File: config.mk
export PLATFORM = sky130hd
export DESIGN_NAME = sensor_packet_framer_crc16
export DESIGN_NICKNAME = d
export VERILOG_FILES = /design/src/rtl/core/spf_pkg.sv /design/src/rtl/core/spf_ctrl.sv /design/src/rtl/core/spf_dp.sv /design/src/rtl/core/sensor_packet_framer_crc16.sv
export SDC_FILE = /design/constraint.sdc
export NUM_CORES = 1
export LEC_CHECK = 0
export BUFFER_PORTS_ARGS = -buffer_cell sky130_fd_sc_hd__buf_4
export CELL_PAD_IN_SITES_DETAIL_PLACEMENT = 1
export CELL_PAD_IN_SITES_GLOBAL_PLACEMENT = 1
export CORE_ASPECT_RATIO = 0.7
export CORE_MARGIN = 3
export CORE_UTILIZATION = 40
export DETAILED_ROUTE_END_ITERATION = 16
export PLACE_DENSITY_LB_ADDON = 0.15
export SLEW_MARGIN = 20
export SYNTH_ARGS = -nofsm -noshare
export SYNTH_HDL_FRONTEND = slang
export SYNTH_SLANG_ARGS = --single-unit
File: constraint.sdc
create_clock -name i_clk -period 5.85 [get_ports i_clk]
set_input_delay 0.2925 -clock i_clk [delete_from_list [all_inputs] [get_ports i_clk]]
set_output_delay 0.2925 -clock i_clk [all_outputs]
set_load 0.02 [all_outputs]
File: src/rtl/core/spf_pkg.sv
// Shared types and constants for the sensor packet framer with CRC-16.
// No dependencies; every module in rtl/core imports this package.
package spf_pkg;

    // Input beat: one sensor sample and its timestamp
    typedef struct packed {
        logic [31:0] sample_bits;
        logic [31:0] tick_time;
    } t_spf_in;

    // Output beat: one byte of the packet stream
    typedef struct packed {
        logic [7:0] out_byte;
        logic       packet_end;
        logic       run_last;
    } t_spf_out;

    // Controller -> datapath commands
    typedef struct packed {
        logic       take_in;    // latch sample, advance counters, start packet 1
        logic       pkt2_init;  // start the status packet
        logic       emit;       // send byte at byte_idx
        logic [3:0] byte_idx;
        logic       pkt_end;
        logic       run_last;
    } t_spf_cmd;

    // Datapath -> controller status
    typedef struct packed {
        logic out_free;    // output register can take a byte this cycle
        logic status_due;  // current sample also triggers a status packet
        logic norm_done;   // count normalizer has settled
    } t_spf_stat;

    // Configuration register indexes
    localparam logic [1:0] SPF_REG_HEADER   = 2'd0;
    localparam logic [1:0] SPF_REG_POLY     = 2'd1;
    localparam logic [1:0] SPF_REG_INTERVAL = 2'd2;

    // Configuration reset values
    localparam logic [7:0]  SPF_HEADER_RST   = 8'h00;
    localparam logic [15:0] SPF_POLY_RST     = 16'hA001;
    localparam logic [15:0] SPF_INTERVAL_RST = 16'd100;

    // Packet layout
    localparam logic [15:0] SPF_CRC_INIT    = 16'hFFFF;
    localparam logic [7:0]  SPF_TYPE_SAMPLE = 8'h01;
    localparam logic [7:0]  SPF_TYPE_STATUS = 8'h02;
    localparam logic [7:0]  SPF_LEN_SAMPLE  = 8'd8;
    localparam logic [7:0]  SPF_LEN_STATUS  = 8'd4;
    localparam logic [3:0]  SPF_IDX_CRC_LO  = 4'd11;  // first byte not covered by CRC
    localparam logic [3:0]  SPF_IDX_LAST    = 4'd12;

    // Float conversion
    localparam logic [7:0]  SPF_EXP_BIAS    = 8'd127;

endpackage

File: src/rtl/core/spf_ctrl.sv
// Controller FSM of the sensor packet framer: sequences input accept,
// byte emission of the sample packet and the optional status packet.
// Depends on spf_pkg.
module spf_ctrl (
    input  logic              i_clk,
    input  logic              i_rst_n,
    input  logic              i_in_valid,
    output logic              o_in_ready,
    input  spf_pkg::t_spf_stat i_stat,
    output spf_pkg::t_spf_cmd  o_cmd
);
    import spf_pkg::*;

    localparam logic [1:0] ST_IDLE = 2'd0;
    localparam logic [1:0] ST_SEND = 2'd1;
    localparam logic [1:0] ST_WAIT = 2'd2;

    logic [1:0] r_state, n_state;
    logic [3:0] r_idx, n_idx;
    logic       r_second, n_second;
    logic       last_byte;

    assign last_byte = (r_idx == SPF_IDX_LAST);

    // Next state and commands
    always_comb begin
        n_state  = r_state;
        n_idx    = r_idx;
        n_second = r_second;
        o_in_ready     = 1'b0;
        o_cmd          = '0;
        o_cmd.byte_idx = r_idx;
        o_cmd.pkt_end  = last_byte;
        o_cmd.run_last = last_byte && (r_second || !i_stat.status_due);
        unique case (r_state)
            ST_IDLE: begin
                o_in_ready = 1'b1;
                if (i_in_valid) begin
                    o_cmd.take_in = 1'b1;
                    n_state  = ST_SEND;
                    n_idx    = '0;
                    n_second = 1'b0;
                end
            end
            ST_SEND: begin
                if (i_stat.out_free) begin
                    o_cmd.emit = 1'b1;
                    n_idx = r_idx + 4'd1;
                    if (last_byte) begin
                        if (!r_second && i_stat.status_due) begin
                            n_state = ST_WAIT;
                        end else begin
                            n_state = ST_IDLE;
                        end
                    end
                end
            end
            ST_WAIT: begin
                if (i_stat.norm_done) begin
                    o_cmd.pkt2_init = 1'b1;
                    n_state  = ST_SEND;
                    n_idx    = '0;
                    n_second = 1'b1;
                end
            end
            default: begin
                n_state = ST_IDLE;
            end
        endcase
    end

    // State registers
    always_ff @(posedge i_clk) begin
        if (!i_rst_n) begin
            r_state  <= ST_IDLE;
            r_idx    <= '0;
            r_second <= 1'b0;
        end else begin
            r_state  <= n_state;
            r_idx    <= n_idx;
            r_second <= n_second;
        end
    end

endmodule

File: src/rtl/core/spf_dp.sv
// Datapath of the sensor packet framer: config registers, counters,
// packet fields, bytewise CRC-16, count-to-float normalizer, output register.
// Depends on spf_pkg.
module spf_dp (
    input  logic               i_clk,
    input  logic               i_rst_n,
    input  logic               i_cfg_we,
    input  logic [1:0]         i_cfg_idx,
    input  logic [15:0]        i_cfg_data,
    input  spf_pkg::t_spf_in   i_in_data,
    input  spf_pkg::t_spf_cmd  i_cmd,
    output spf_pkg::t_spf_stat o_stat,
    output logic               o_out_valid,
    input  logic               i_out_ready,
    output spf_pkg::t_spf_out  o_out_data
);
    import spf_pkg::*;

    // Reflected CRC-16 over one byte, LSB first
    function automatic logic [15:0] crc_byte(input logic [15:0] crc,
                                             input logic [7:0]  data,
                                             input logic [15:0] poly);
        logic [15:0] c;
        c = crc ^ {8'h00, data};
        for (int b = 0; b < 8; b++) begin
            if (c[0]) begin
                c = (c >> 1) ^ poly;
            end else begin
                c = c >> 1;
            end
        end
        return c;
    endfunction

    logic [7:0]  r_header;
    logic [15:0] r_poly;
    logic [15:0] r_interval;
    logic [31:0] r_count, n_count;
    logic [15:0] r_int, n_int;
    logic        r_status_due;
    logic        n_hit;

    logic [31:0] r_payload;
    logic [31:0] r_stamp;
    logic        r_is_status;
    logic [15:0] r_crc;
    logic [31:0] r_norm;
    logic [4:0]  r_pos;
    logic        norm_done;

    logic        r_out_valid;
    t_spf_out    r_out;
    logic        out_free;
    logic [7:0]  byte_sel;

    logic [23:0] man_trunc;
    logic        round_up;
    logic [24:0] man_sum;
    logic [7:0]  exp_val;
    logic [31:0] float_val;

    // Counter advance for a new sample
    assign n_count = r_count + 32'd1;
    assign n_int   = r_int + 16'd1;
    assign n_hit   = (n_int == r_interval);

    // Config and counter registers
    always_ff @(posedge i_clk) begin
        if (!i_rst_n) begin
            r_header     <= SPF_HEADER_RST;
            r_poly       <= SPF_POLY_RST;
            r_interval   <= SPF_INTERVAL_RST;
            r_count      <= '0;
            r_int        <= '0;
            r_status_due <= 1'b0;
        end else begin
            if (i_cfg_we) begin
                unique case (i_cfg_idx)
                    SPF_REG_HEADER:   r_header   <= i_cfg_data[7:0];
                    SPF_REG_POLY:     r_poly     <= i_cfg_data;
                    SPF_REG_INTERVAL: r_interval <= i_cfg_data;
                    default: ;
                endcase
            end
            if (i_cmd.take_in) begin
                r_count      <= n_count;
                r_int        <= n_hit ? 16'd0 : n_int;
                r_status_due <= n_hit;
            end
        end
    end

    // Normalizer: one left shift per cycle until the MSB is set or the value is zero
    assign norm_done = r_norm[31] || (r_norm == 32'd0);

    always_ff @(posedge i_clk) begin
        if (i_cmd.take_in) begin
            r_norm <= n_count;
            r_pos  <= 5'd31;
        end else if (!norm_done) begin
            r_norm <= {r_norm[30:0], 1'b0};
            r_pos  <= r_pos - 5'd1;
        end
    end

    // Round to nearest even and pack as IEEE single
    assign man_trunc = r_norm[31:8];
    assign round_up  = r_norm[7] && ((|r_norm[6:0]) || r_norm[8]);
    assign man_sum   = {1'b0, man_trunc} + {24'd0, round_up};
    assign exp_val   = SPF_EXP_BIAS + {3'd0, r_pos} + {7'd0, man_sum[24]};
    assign float_val = (r_norm == 32'd0) ? 32'd0 : {1'b0, exp_val, man_sum[22:0]};

    // Byte mux over the packet layout
    always_comb begin
        unique case (i_cmd.byte_idx)
            4'd0:  byte_sel = r_header;
            4'd1:  byte_sel = r_is_status ? SPF_TYPE_STATUS : SPF_TYPE_SAMPLE;
            4'd2:  byte_sel = r_is_status ? SPF_LEN_STATUS : SPF_LEN_SAMPLE;
            4'd3:  byte_sel = r_payload[7:0];
            4'd4:  byte_sel = r_payload[15:8];
            4'd5:  byte_sel = r_payload[23:16];
            4'd6:  byte_sel = r_payload[31:24];
            4'd7:  byte_sel = r_stamp[7:0];
            4'd8:  byte_sel = r_stamp[15:8];
            4'd9:  byte_sel = r_stamp[23:16];
            4'd10: byte_sel = r_stamp[31:24];
            4'd11: byte_sel = r_crc[7:0];
            default: byte_sel = r_crc[15:8];
        endcase
    end

    // Packet fields and running CRC
    always_ff @(posedge i_clk) begin
        if (i_cmd.take_in) begin
            r_payload   <= i_in_data.sample_bits;
            r_stamp     <= i_in_data.tick_time;
            r_is_status <= 1'b0;
            r_crc       <= SPF_CRC_INIT;
        end else if (i_cmd.pkt2_init) begin
            r_payload   <= float_val;
            r_is_status <= 1'b1;
            r_crc       <= SPF_CRC_INIT;
        end else if (i_cmd.emit && (i_cmd.byte_idx < SPF_IDX_CRC_LO)) begin
            r_crc <= crc_byte(r_crc, byte_sel, r_poly);
        end
    end

    // Output register
    assign out_free = !r_out_valid || i_out_ready;

    always_ff @(posedge i_clk) begin
        if (!i_rst_n) begin
            r_out_valid <= 1'b0;
        end else if (i_cmd.emit) begin
            r_out_valid <= 1'b1;
        end else if (i_out_ready) begin
            r_out_valid <= 1'b0;
        end
    end

    always_ff @(posedge i_clk) begin
        if (i_cmd.emit) begin
            r_out.out_byte   <= byte_sel;
            r_out.packet_end <= i_cmd.pkt_end;
            r_out.run_last   <= i_cmd.run_last;
        end
    end

    assign o_out_valid       = r_out_valid;
    assign o_out_data        = r_out;
    assign o_stat.out_free   = out_free;
    assign o_stat.status_due = r_status_due;
    assign o_stat.norm_done  = norm_done;

endmodule

File: src/rtl/core/sensor_packet_framer_crc16.sv
// Top level of the sensor packet framer with reflected CRC-16.
// Instantiates spf_ctrl and spf_dp; depends on spf_pkg.
//
//   Channel | Signals                                 | Beat
//   --------+-----------------------------------------+-------------------------
//   in      | i_in_valid, o_in_ready, i_in_data       | one sample + timestamp
//   out     | o_out_valid, i_out_ready, o_out_data    | one packet byte + flags
//   cfg     | i_cfg_we, i_cfg_idx, i_cfg_data         | one register write
//
// A sample is accepted, then its 13 byte beats are sent, with the CRC updated one
// byte per cycle as the bytes leave while the output is not stalled. When a status
// packet follows, it waits for the one-bit-per-cycle normalizer that turns the
// count into a float (it starts at accept and runs under the first packet).
// Reset is synchronous, active low, and needs no clearing pass.
// A stalled output holds its byte; the framer waits on it and takes no new sample
// until the last byte of the current one has been moved into the output register.
module sensor_packet_framer_crc16 (
    input  logic              i_clk,
    input  logic              i_rst_n,
    input  logic              i_cfg_we,
    input  logic [1:0]        i_cfg_idx,
    input  logic [15:0]       i_cfg_data,
    input  logic              i_in_valid,
    output logic              o_in_ready,
    input  spf_pkg::t_spf_in  i_in_data,
    output logic              o_out_valid,
    input  logic              i_out_ready,
    output spf_pkg::t_spf_out o_out_data
);
    import spf_pkg::*;

    t_spf_cmd  cmd;
    t_spf_stat stat;

    // Sequencer
    spf_ctrl u_ctrl (
        .i_clk      (i_clk),
        .i_rst_n    (i_rst_n),
        .i_in_valid (i_in_valid),
        .o_in_ready (o_in_ready),
        .i_stat     (stat),
        .o_cmd      (cmd)
    );

    // Fields, CRC, counters, output register
    spf_dp u_dp (
        .i_clk       (i_clk),
        .i_rst_n     (i_rst_n),
        .i_cfg_we    (i_cfg_we),
        .i_cfg_idx   (i_cfg_idx),
        .i_cfg_data  (i_cfg_data),
        .i_in_data   (i_in_data),
        .i_cmd       (cmd),
        .o_stat      (stat),
        .o_out_valid (o_out_valid),
        .i_out_ready (i_out_ready),
        .o_out_data  (o_out_data)
    );

endmodule

==> key figures, run 1 <==
Outcome
  – Run status: complete, no violations

Timing
  – Relative slew slack: 0.3571
  – Min Clock Period, post-route: roughly 5.6 ns
  – Final clock skew: about 0.018 ns
  – Count of pins over their slew limit: 0
  – Measured slew at the worst slew-check pin: between 0.9 and 1 ns
  – Final Hold Viols: 0
  – Achievable frequency: 178.7 MHz
  – Post-route clock period utilization: 0.9568
  – Worst Hold Slack: between 0.03 and 0.04 ns
  – Setup violation total in the final timing report: 0

Cells and area
  – Multi-input combinational cell area: 7904 um2
  – Area Growth Syn to Fin: 17.22%
  – # fillers: around 4000
  – Final nets: 1780
  – Seq. cell area: around 5600 um2
  – N_diodes: 0
  – Layout cell share with drive strength beyond 1: 0.1429

Drt
  – Routed wire per std cell: around 21 um
  – Count of antenna-violating nets left after detailed routing: 0
  – Per-cell via count in the routed design: around 5.6
  – DR vias: roughly 12000
  – Final Routed Wirelength: 46.24 mm
  – DRC violations left: 0
  – Iter 0 DRT Violations: 1183
  – Detailed Routing Iterations Pass 1: 6

Setup path
  – Crit Reg-Reg Endpoint: u_dp.r_crc[12]
  – Delay contributed by the slowest stage of the critical path: between 0.4 and 0.5 ns
  – Data arrival time of the worst path: approximately 6.0 ns
  – Timing startpoint of the critical path: u_ctrl.r_idx[1]
  – Cell with the largest stage delay on the worst path: sky130_fd_sc_hd__or4_1
  – Critical path endpoint: u_dp.r_crc[12]
  – WS Path Type: flip-flop to flip-flop
  – Maximum fanout along the worst path: 22
  – Startpoint class of the critical path: flip-flop
  – Crit path capture type: flip-flop
  – Critical Path Most Common Cell: sky130_fd_sc_hd__xnor2_1
  – Cell Chain, Critical Path: inv_1 > ha_1 > a222oi_1 > a311oi_2 > or4_1 > a41oi_2 > o2111ai_2 > a31oi_4 > xnor2_2 > buf_4 > mux2i_1 > xnor3_2 > o31a_2 > or2_4 > and2_1 > a221oi_1 > xnor2_1 > xnor2_1 > a21oi_1
  – Critical register-to-register path startpoint: u_ctrl.r_idx[1]
  – Reg-to-reg setup timing slack: ~0.25 ns
  – Logic depth of the worst register-to-register path: 19
  – Critical Path RT: 6.24 ns

Floorplanning
  – Top-Level Pins: around 100
  – Vertical die dimension: ~160 um
  – Floorplan die area: around 37000 um2
  – Die W: roughly 230 um
  – Initial Util: 0.4118
  – Placeable core region: between 30000 and 40000 um2
  – # rows: between 50 and 60

Logic synthesis
  – Most used flip-flop cell after synthesis: sky130_fd_sc_hd__dfxtp_1
  – Synthesized flop and latch total: around 230
  – Distinct cell type count after synthesis: 99
  – Synthesized instance count: around 1600
  – Average cell area after synthesis: slightly below 9 um2
  – Summed instance area of the synthesized netlist: about 14000 um2
  – Post-synthesis sequential area ratio: 0.3969
  – FFs w/ async S/R, synth: 0
  – Post-synthesis net count: 1689
  – Synth area leader: sky130_fd_sc_hd__edfxtp_1
  – Top cell type's share of synthesized area: 0.2270
  – Number of flops mapped to enable cells by yosys: ~110
  – Top post-synthesis cells by area: sky130_fd_sc_hd__edfxtp_1, sky130_fd_sc_hd__dfxtp_1, sky130_fd_sc_hd__xnor2_1, sky130_fd_sc_hd__nand2_1, sky130_fd_sc_hd__o21ai_0
  – Warnings, synthesis: 0

Pwr
  – Tot Pwr: about 7000 uW
  – IR Drop Worst-Case VDD: around 0.00025 V
  – Power density relative to cell area: ~420 nW/um2
  – Leak: ~0.0058 uW

Global route
  – Wire length of the first global-routing pass: approximately 70 mm
  – Gr ovfl total: 0
  – Overall global routing resource usage: 0.2453
  – Number of antenna violations at the first check in global routing: 0
  – Via count of the first global-routing pass: ~12000
  – Largest net degree at the start of global routing: between 90 and 100

Flow run
  – Max_cap viols: 0

Clock network
  – Number of clock buffers inserted by TritonCTS: 24
  – CTS sink cnt: approximately 230
  – Maximum clock insertion buffer count: 3
  – Clock Tree Root: sky130_fd_sc_hd__clkbuf_16
  – # H-tree levels: 1
  – Clock edge transition at the registers on the reported setup and hold paths: 0.08 ns
  – CTS tree: yes
  – Insertion delay to the later sink of the worst-skew pair: 0.54 ns

Min path
  – Tightest Hold Check Type: input port to flip-flop
  – Cell depth of the worst min-delay path: 3

Placed design
  – Half-perimeter wire length of the detailed placement result: between 30 and 40 mm
  – Total of buffers placed on input and output ports: 98
  – Routability Congestion: around 0.93
==> state kept, by name, indices dropped and copies added, names as in the netlist <==
signal,flops
u_dp.r_count,32
u_dp.r_norm,32
u_dp.r_payload,32
u_dp.r_stamp,32
u_dp.r_crc,16
u_dp.r_int,16
u_dp.r_interval,16
u_dp.r_poly,16
u_dp.o_out_data,10
u_dp.r_header,8
u_dp.r_pos,5
u_ctrl.r_idx,4
u_ctrl.r_state,2
u_ctrl.r_second,1
u_dp.o_out_valid,1
u_dp.r_is_status,1
u_dp.r_status_due,1
==> critical path: cells and delay by family (launching register included) <==
kind                       cells  cell delay (ns)
and+or+nand+nor                3             1.07
AOI/OAI and AO/OA              8             2.06
buffers and inverters          2             0.31
DFF                            1             0.40
adders and majority gates      1             0.36
xor gates and xnor gates       4             0.87
muxes                          1             0.35
==> synth_stat cells (4+ instances only) <==
cell and number:
sky130_fd_sc_hd__a211oi_1 7, sky130_fd_sc_hd__a21boi_0 38, sky130_fd_sc_hd__a21oi_1 49, sky130_fd_sc_hd__a21oi_2 4
sky130_fd_sc_hd__a221oi_1 8, sky130_fd_sc_hd__a222oi_1 6, sky130_fd_sc_hd__a22o_1 8, sky130_fd_sc_hd__a22oi_1 12
sky130_fd_sc_hd__a311oi_1 5, sky130_fd_sc_hd__a31oi_1 4, sky130_fd_sc_hd__a32oi_1 4, sky130_fd_sc_hd__and2_1 38
sky130_fd_sc_hd__and3_1 23, sky130_fd_sc_hd__buf_1 8, sky130_fd_sc_hd__buf_2 12, sky130_fd_sc_hd__buf_4 6
sky130_fd_sc_hd__buf_6 6, sky130_fd_sc_hd__clkbuf_1 76, sky130_fd_sc_hd__dfxtp_1 119, sky130_fd_sc_hd__edfxtp_1 106
sky130_fd_sc_hd__ha_1 10, sky130_fd_sc_hd__inv_1 25, sky130_fd_sc_hd__mux2i_1 18, sky130_fd_sc_hd__nand2_1 312
sky130_fd_sc_hd__nand2b_1 6, sky130_fd_sc_hd__nand3_1 56, sky130_fd_sc_hd__nand3b_1 4, sky130_fd_sc_hd__nand4_1 21
sky130_fd_sc_hd__nor2_1 80, sky130_fd_sc_hd__nor2b_1 29, sky130_fd_sc_hd__nor3_1 30, sky130_fd_sc_hd__nor4_1 14
sky130_fd_sc_hd__o211ai_1 9, sky130_fd_sc_hd__o21ai_0 98, sky130_fd_sc_hd__o22ai_1 5, sky130_fd_sc_hd__o31ai_1 15
sky130_fd_sc_hd__or2_2 8, sky130_fd_sc_hd__or3_1 14, sky130_fd_sc_hd__xnor2_1 156, sky130_fd_sc_hd__xnor2_2 5
sky130_fd_sc_hd__xor2_1 48
==> final cells by class <==
cell class | instances | area share
multi-input cells | 1231 | 0.4809
flip-flops and latches | 225 | 0.3386
repair buffers | 173 | 0.08495
clock buffers | 33 | 0.04430
well taps | 464 | 0.03532
clock inverters | 10 | 0.009515
inverters | 28 | 0.006470
==> where the power goes <==
part | internal [uW] | switching, uW | leakage [uW]
combinational | 1260 | 1710 | 0.00331
clock | 1050 | 668 | 0.000435
sequential | 1950 | 337 | 0.00205
==> repair_timing <==
| item | 4_1_cts | 5_1_grt |
|---|---|---|
| endpoints found under the hold margin | 34 | 0 |
| setup buffers | 0 | 3 |
| endpoints found under the setup margin | 0 | 13 |
| hold buffers | 34 | 0 |
| gates resized for setup | 0 | 6 |
==> routing by layer <==
metal  global-route usage  routed length, um  part of all wire
met5                    0                  0                 0
met4              0.04162                754             0.016
met1               0.3777              23240              0.50
met3              0.04860               3281             0.071
met2               0.3581              18970              0.41
==> how the worst min path moves through the flow <==
stage,from,endpoint,slack (ns)
global placement,u_ctrl.r_second,u_ctrl.r_second,0.46
floorplan,i_in_data[0],u_dp.r_stamp[0],0.39
finish,i_cfg_data[6],u_dp.r_interval[6],0.04
CTS,i_cfg_data[6],u_dp.r_interval[6],0.008
detailed placement,u_ctrl.r_second,u_ctrl.r_second,0.46
global route,i_cfg_data[6],u_dp.r_interval[6],0.009
==> cell usage in the layout, fill, tap and decap left out, drive strengths merged, types with 5 or more instances in the layout <==
| master | n |
|---|---|
| a311oi | 5 |
| a22o | 8 |
| or2 | 10 |
| dlygate4sd3 | 34 |
| edfxtp | 106 |
| nand2 | 313 |
| or3 | 14 |
| nand3 | 56 |
| o31ai | 16 |
| dfxtp | 119 |
| xnor2 | 163 |
| and3 | 23 |
| and2 | 40 |
| nor4 | 17 |
| nor3 | 32 |
| inv | 26 |
| nand2b | 8 |
| a21oi | 53 |
| buf | 139 |
| a31oi | 5 |
| clkinv | 7 |
| nand4 | 21 |
| a21boi | 39 |
| o21ai | 102 |
| a222oi | 6 |
| o211ai | 10 |
| a2111oi | 5 |
| xor2 | 52 |
| o22ai | 5 |
| a211oi | 8 |
| ha | 10 |
| clkbuf | 33 |
| a22oi | 12 |
| nor2 | 81 |
| nor2b | 29 |
| mux2i | 20 |
| a221oi | 9 |
==> kinds of logic (layout without fill, tap and decap cells) <==
group,count (synthesis),after routing,share of synthesized area
mux,21,21,0.01686
compound gates,321,321,0.1599
fa+ha+maj,10,10,0.008923
simple gates,659,659,0.2243
xor+xnor,220,220,0.1508
buf+inv,136,244,0.04229
flops,225,225,0.3969
==> per-stage QoR <==
stage	TNS [ns]	cell area, um2	worst slack (ns)	utilization	cells
finish	0	16440	0.2528	0.4827	2164
global route	-0.004689	16440	-0.004689	0.4827	2164
CTS	0	16360	0.03876	0.4806	2161
detailed placement	0	15140	0.08934	0.4446	2084
global placement	0	15140	0.2830	0.4446	2084
floorplan	0	14020	0.9989	-	1592
(Power assumes the default switching activity.)
==> run 2, diff against run 1 <==
--- a/config.mk
+++ b/config.mk
@@ -10,7 +10,7 @@
 export CELL_PAD_IN_SITES_GLOBAL_PLACEMENT = 1
 export CORE_ASPECT_RATIO = 0.7
 export CORE_MARGIN = 3
-export CORE_UTILIZATION = 40
+export CORE_UTILIZATION = 47
 export DETAILED_ROUTE_END_ITERATION = 16
 export PLACE_DENSITY_LB_ADDON = 0.15
 export SLEW_MARGIN = 20
==> run 2 against run 1 <==
- worst hold slack lost 0.011 ns
- first-iteration DRC count shrank 1.0%
- highest routed layer unchanged
- routed wire length up 2.3%
- critical endpoint is now u_dp.r_crc[5]
==> key figures, run 2 (same netlist as run 1, synthesis figures left out) <==
Flow run
  – Max_cap viols: 0

Cells and area
  – N_diodes: 0
  – Most common library cell in the layout ignoring fill and taps: sky130_fd_sc_hd__nand2_1
  – Leading cell types in the layout, fill and taps excluded: sky130_fd_sc_hd__nand2_1, sky130_fd_sc_hd__xnor2_1, sky130_fd_sc_hd__buf_4
  – Area Growth Syn to Fin: 16.54%
  – Layout cell share with drive strength beyond 1: 0.1470
  – Finished Core Util: 0.5607
  – Final nets: around 1800

Setup path
  – Critical Path RT: ~6.2 ns
  – WS Path Type: flip-flop to flip-flop
  – Maximum fanout along the worst path: 14
  – Data arrival time of the worst path: 5.95 ns
  – Startpoint class of the critical path: flip-flop
  – Crit path capture type: flip-flop

Drt
  – Routed wire per std cell: 22.68 um
  – Per-cell via count in the routed design: about 5.9
  – DR vias: around 12000
  – Iter 0 DRT Violations: ~1200
  – DRC violations left: 0
  – Detailed Routing Iterations Pass 1: 7
  – Final Routed Wirelength: ~47 mm
  – Count of antenna-violating nets left after detailed routing: 0

Clock network
  – # H-tree levels: 1
  – CTS tree: yes
  – Clock edge transition at the registers on the reported setup and hold paths: 0.06 ns
  – Maximum clock insertion buffer count: 3
  – Clock Tree Root: sky130_fd_sc_hd__clkbuf_16
  – CTS sink cnt: ~230
  – Number of clock buffers inserted by TritonCTS: 25
  – Insertion delay to the later sink of the worst-skew pair: 0.54 ns

Timing
  – Setup violation total in the final timing report: 0
  – Min Clock Period, post-route: approximately 5.6 ns
  – Worst Hold Slack: approximately 0.026 ns
  – Count of pins over their slew limit: 0
  – Final Hold Viols: 0
  – Relative slew slack: 0.3537
  – Setup repair after global routing missed its margin: false
  – Post-route setup slack: around 0.27 ns
  – Total Neg Setup Slack: 0 ns
  – Post-route clock period utilization: 0.9535
  – Measured slew at the worst slew-check pin: a little under 1 ns
  – Final clock skew: roughly 0.013 ns
  – Achievable frequency: about 180 MHz

Pwr
  – Power density relative to cell area: between 400 and 500 nW/um2
  – Tot Pwr: approximately 6900 uW
  – Leak: a little under 0.006 uW
  – IR Drop Worst-Case VDD: about 0.00027 V

Floorplanning
  – Initial Util: 0.4811
  – Placeable core region: roughly 30000 um2
  – # rows: 52
  – Floorplan die area: ~32000 um2
  – Top-Level Pins: between 90 and 100
  – Vertical die dimension: 150.5 um
  – Die W: about 210 um

Placed design
  – Half-perimeter wire length of the detailed placement result: 33.81 mm
  – Total of buffers placed on input and output ports: 98
  – Routability Congestion: 0.9105
  – Place WS: approximately 0.022 ns

Global route
  – Number of antenna violations at the first check in global routing: 0
  – Via count of the first global-routing pass: between 10000 and 15000
  – Gr ovfl total: 0
  – Wire length of the first global-routing pass: a little over 70 mm
  – Overall global routing resource usage: 0.2930
  – Largest net degree at the start of global routing: 97

Min path
  – Tightest Hold Check Type: input port to flip-flop

Outcome
  – Run status: complete, no violations
[run 2: changes by cell type in the layout (fill, tap and decap cells not counted), moves of 4 or more]
cell / before / now
sky130_fd_sc_hd__a221oi_1: 8 / 4
sky130_fd_sc_hd__buf_4: 138 / 144
sky130_fd_sc_hd__clkbuf_1: 3 / 7
sky130_fd_sc_hd__a221oi_2: 1 / 5
[run 2: worst paths after layout]
kind | startpoint | endpoint | slack, ns | depth (start not counted)
max | u_ctrl.r_idx[0] | u_dp.r_crc[5] | 0.27 | 21
min | i_cfg_data[15] | u_dp.r_poly[15] | 0.03 | 3
max reg2reg | u_ctrl.r_idx[0] | u_dp.r_crc[5] | 0.27 | 21
min reg2reg | u_ctrl.r_second | u_ctrl.r_second | 0.47 | 2
[run 2: layer usage]
layer	global-route usage	wire [um]
met5	0	0
met4	0.06746	1139
met3	0.06603	3748
met2	0.4288	19870
met1	0.4397	22530
[run 2: cell type report]
type                    instances  area (um2)
fillers                      3409       12810
inverters                      28       106.4
clock inverters                11       113.9
repair buffers                178        1431
clock buffers                  34       679.4
multi-input cells            1231        7973
well taps                     378       473.0
flip-flops and latches        225        5565
[run 2: timing repair]
item / 4_1_cts / 5_1_grt
gates resized for setup: 1 / 15
endpoints found under the hold margin: 33 / 0
setup endpoints to repair: 3 / 16
hold buffers: 33 / 0
setup buffers: 0 / 12
pin swaps: 0 / 5
[run 2: power by group]
group	total, uW	leakage (uW)	switching [uW]	internal [uW]
clock network	1590	0.000391	682	904
registers	2300	0.00205	351	1950
logic	3040	0.00334	1730	1310
total	6930	0.00578	2760	4170
[run 2: metrics by stage]
stage | cell area [um2] | instances
global route | 16340 | 2085
CTS | 16140 | 2073
global placement | 15010 | 1995
detailed placement | 15010 | 1995
finish | 16340 | 2085
floorplan | 14020 | 1592
[run 2: critical path, cell delays in order (launching register included)]
cell,delay (ns)
sky130_fd_sc_hd__dfxtp_1,0.45
sky130_fd_sc_hd__inv_1,0.13
sky130_fd_sc_hd__ha_2,0.31
sky130_fd_sc_hd__buf_4,0.20
sky130_fd_sc_hd__a22oi_1,0.24
sky130_fd_sc_hd__a311oi_2,0.20
sky130_fd_sc_hd__or4_1,0.60
sky130_fd_sc_hd__a41oi_4,0.29
sky130_fd_sc_hd__o2111a_1,0.26
sky130_fd_sc_hd__o21ai_0,0.12
sky130_fd_sc_hd__a2bb2oi_2,0.21
sky130_fd_sc_hd__buf_4,0.16
sky130_fd_sc_hd__and2_1,0.17
sky130_fd_sc_hd__a221oi_1,0.33
sky130_fd_sc_hd__and3b_1,0.31
sky130_fd_sc_hd__xor3_1,0.45
sky130_fd_sc_hd__o211ai_2,0.18
sky130_fd_sc_hd__xor2_2,0.14
sky130_fd_sc_hd__buf_4,0.24
sky130_fd_sc_hd__nand2_1,0.10
sky130_fd_sc_hd__xnor2_1,0.22
sky130_fd_sc_hd__a21oi_1,0.09
==> run 3, diff against run 2 <==
--- a/config.mk
+++ b/config.mk
@@ -8,7 +8,7 @@
 export BUFFER_PORTS_ARGS = -buffer_cell sky130_fd_sc_hd__buf_4
 export CELL_PAD_IN_SITES_DETAIL_PLACEMENT = 1
 export CELL_PAD_IN_SITES_GLOBAL_PLACEMENT = 1
-export CORE_ASPECT_RATIO = 0.7
+export CORE_ASPECT_RATIO = 2
 export CORE_MARGIN = 3
 export CORE_UTILIZATION = 47
 export DETAILED_ROUTE_END_ITERATION = 16
==> run 3 against run 2 <==
- worst hold slack gained 0.0019 ns
- design area fell by 0.45%
- first-iteration DRC count is 54% lower
- setup slack worse by 0.043 ns
- fmax decreased by 0.77%
- final cell count fell by 1.0%
- critical endpoint is now u_dp.r_crc[1]
==> key figures, run 3 (same netlist as run 1, synthesis figures left out) <==
Global route
  – Global routing usage on met2: 0.5729
  – Via count of the first global-routing pass: about 13000
  – Wire length of the first global-routing pass: 72.80 mm
  – Met1 demand-to-capacity share in global routing: 0.2814
  – Number of antenna violations at the first check in global routing: 0
  – Overall global routing resource usage: 0.2894
  – Largest net degree at the start of global routing: 97
  – Met3 Use GR: 0.02625
  – Most crowded layer after global routing: met2
  – Gr ovfl total: 0

Setup path
  – Delay contributed by the slowest stage of the critical path: 0.54 ns
  – WS Path Type: flip-flop to flip-flop
  – Maximum fanout along the worst path: 10
  – Critical Path RT: between 6 and 7 ns
  – Cell with the largest stage delay on the worst path: sky130_fd_sc_hd__or4_4
  – Cell Chain, Critical Path: inv_1 > ha_1 > buf_4 > a21boi_1 > a311oi_2 > or4_4 > nor3_4 > nor2_1 > and4_1 > a211oi_1 > o211ai_1 > nor4_4 > and3b_1 > buf_4 > xor2_1 > o311ai_0 > xor2_1 > nand2_1 > xnor2_1 > o21ai_1
  – Data arrival time of the worst path: just over 6 ns
  – Count of buffering cells on the critical path with inverters included: 3
  – Crit path capture type: flip-flop
  – Worst path top cell family by delay: simple AND/OR/NAND/NOR gates
  – Startpoint class of the critical path: flip-flop
  – Reg-to-reg setup timing slack: 0.23 ns

Pwr
  – Tot Pwr: 6900 uW
  – IR Drop Worst-Case VDD: approximately 0.00039 V
  – Leak: 0.005752 uW
  – Power density relative to cell area: 424.2 nW/um2

Timing
  – Final clock skew: 0.01333 ns
  – Count of pins over their slew limit: 0
  – Achievable frequency: ~180 MHz
  – Min Clock Period, post-route: 5.621 ns
  – Post-route clock period utilization: 0.9609
  – Post-route setup slack: approximately 0.23 ns
  – Final Hold Viols: 0
  – Measured slew at the worst slew-check pin: around 0.94 ns
  – Total Neg Setup Slack: 0 ns
  – Relative slew slack: 0.3707
  – Setup violation total in the final timing report: 0

Cells and area
  – Number of non-filler instances in the completed layout: 2064
  – N_diodes: 0
  – # fillers: ~3400
  – Seq. cell area: between 5000 and 6000 um2
  – Leading cell types in the layout, fill and taps excluded: sky130_fd_sc_hd__nand2_1, sky130_fd_sc_hd__xnor2_1, sky130_fd_sc_hd__buf_4
  – Area Growth Syn to Fin: 16.02%
  – Final nets: approximately 1800
  – Layout cell share with drive strength beyond 1: 0.1473
  – Multi-input combinational cell area: around 7900 um2
  – Most common library cell in the layout ignoring fill and taps: sky130_fd_sc_hd__nand2_1

Outcome
  – Run status: complete, no violations

Clock network
  – Maximum clock insertion buffer count: 3
  – Clock Tree Root: sky130_fd_sc_hd__clkbuf_16
  – Insertion delay to the later sink of the worst-skew pair: between 0.5 and 0.6 ns
  – CTS tree: yes
  – # H-tree levels: 1
  – CTS sink cnt: around 230
  – Clock edge transition at the registers on the reported setup and hold paths: 0.07 ns
  – Number of clock buffers inserted by TritonCTS: 23

Floorplanning
  – Die W: approximately 130 um
  – Floorplan die area: ~32000 um2
  – # rows: 88
  – Top-Level Pins: approximately 100
  – Initial Util: 0.4806
  – Vertical die dimension: 250.3 um
  – Placeable core region: a little under 30000 um2

Drt
  – Routed wire per std cell: about 23 um
  – Final Routed Wirelength: 47.02 mm
  – Detailed Routing Iterations Pass 1: 4
  – Count of antenna-violating nets left after detailed routing: 0
  – DRC violations left: 0
  – DR vias: about 12000
  – Iter 0 DRT Violations: 536
  – Per-cell via count in the routed design: 5.911

Flow run
  – Max_cap viols: 0

Min path
  – Tightest Hold Check Type: input port to flip-flop

Placed design
  – Place WS: about 0.16 ns
  – Half-perimeter wire length of the detailed placement result: around 35 mm
  – Number of placed instances with taps included: approximately 2000
  – Total of buffers placed on input and output ports: 98
  – Routability Congestion: approximately 0.93
-- run 3: path summary, 6_finish.rpt --
check | from | to | cells past startpoint
max reg2reg | u_ctrl.r_idx[0] | u_dp.r_crc[1] | 20
min reg2reg | u_dp.r_interval[14] | u_dp.r_interval[14] | 2
min | i_cfg_data[5] | u_dp.r_interval[5] | 3
max | u_ctrl.r_idx[0] | u_dp.r_crc[1] | 20
-- run 3: cell type report --
type / instances / share of cell area
timing repair buffer: 178 / 0.08737
inverter: 28 / 0.006537
tap: 360 / 0.02769
clock inverter: 19 / 0.01392
sequential: 225 / 0.3421
clock buffer: 23 / 0.03538
multi-input combinational: 1231 / 0.4870
-- run 3: repair_timing --
item,in CTS,in global routing
buffers inserted,0,6
hold endpoints to repair,34,0
hold buffers,34,0
gates resized for setup,0,10
setup endpoints to repair,0,15
-- run 3: power by group --
group | switching (uW) | internal [uW] | total (uW)
registers | 323 | 1950 | 2270
clock network | 677 | 910 | 1590
logic | 1740 | 1290 | 3040
total | 2740 | 4160 | 6900
-- run 3: through the flow --
step	utilization	hold slack, ns	area [um2]
global placement	0.5151	0.4574	15030
CTS	0.5542	0.004869	16170
detailed placement	0.5151	0.4727	15030
finish	0.5575	0.02760	16270
floorplan	-	0.3914	14020
global route	0.5575	0.02446	16270
-- run 3: worst min-delay path, stage by stage --
cell	delay, ns
sky130_fd_sc_hd__buf_4	0.11
sky130_fd_sc_hd__nand2_1	0.05
sky130_fd_sc_hd__nand3_1	0.07
-- run 3: routing by layer --
layer  up-vias  part of all wire
met5         -                 0
met4         0             0.064
met3       145             0.028
met2       296              0.57
met1      6023              0.34
li1       5737                 -
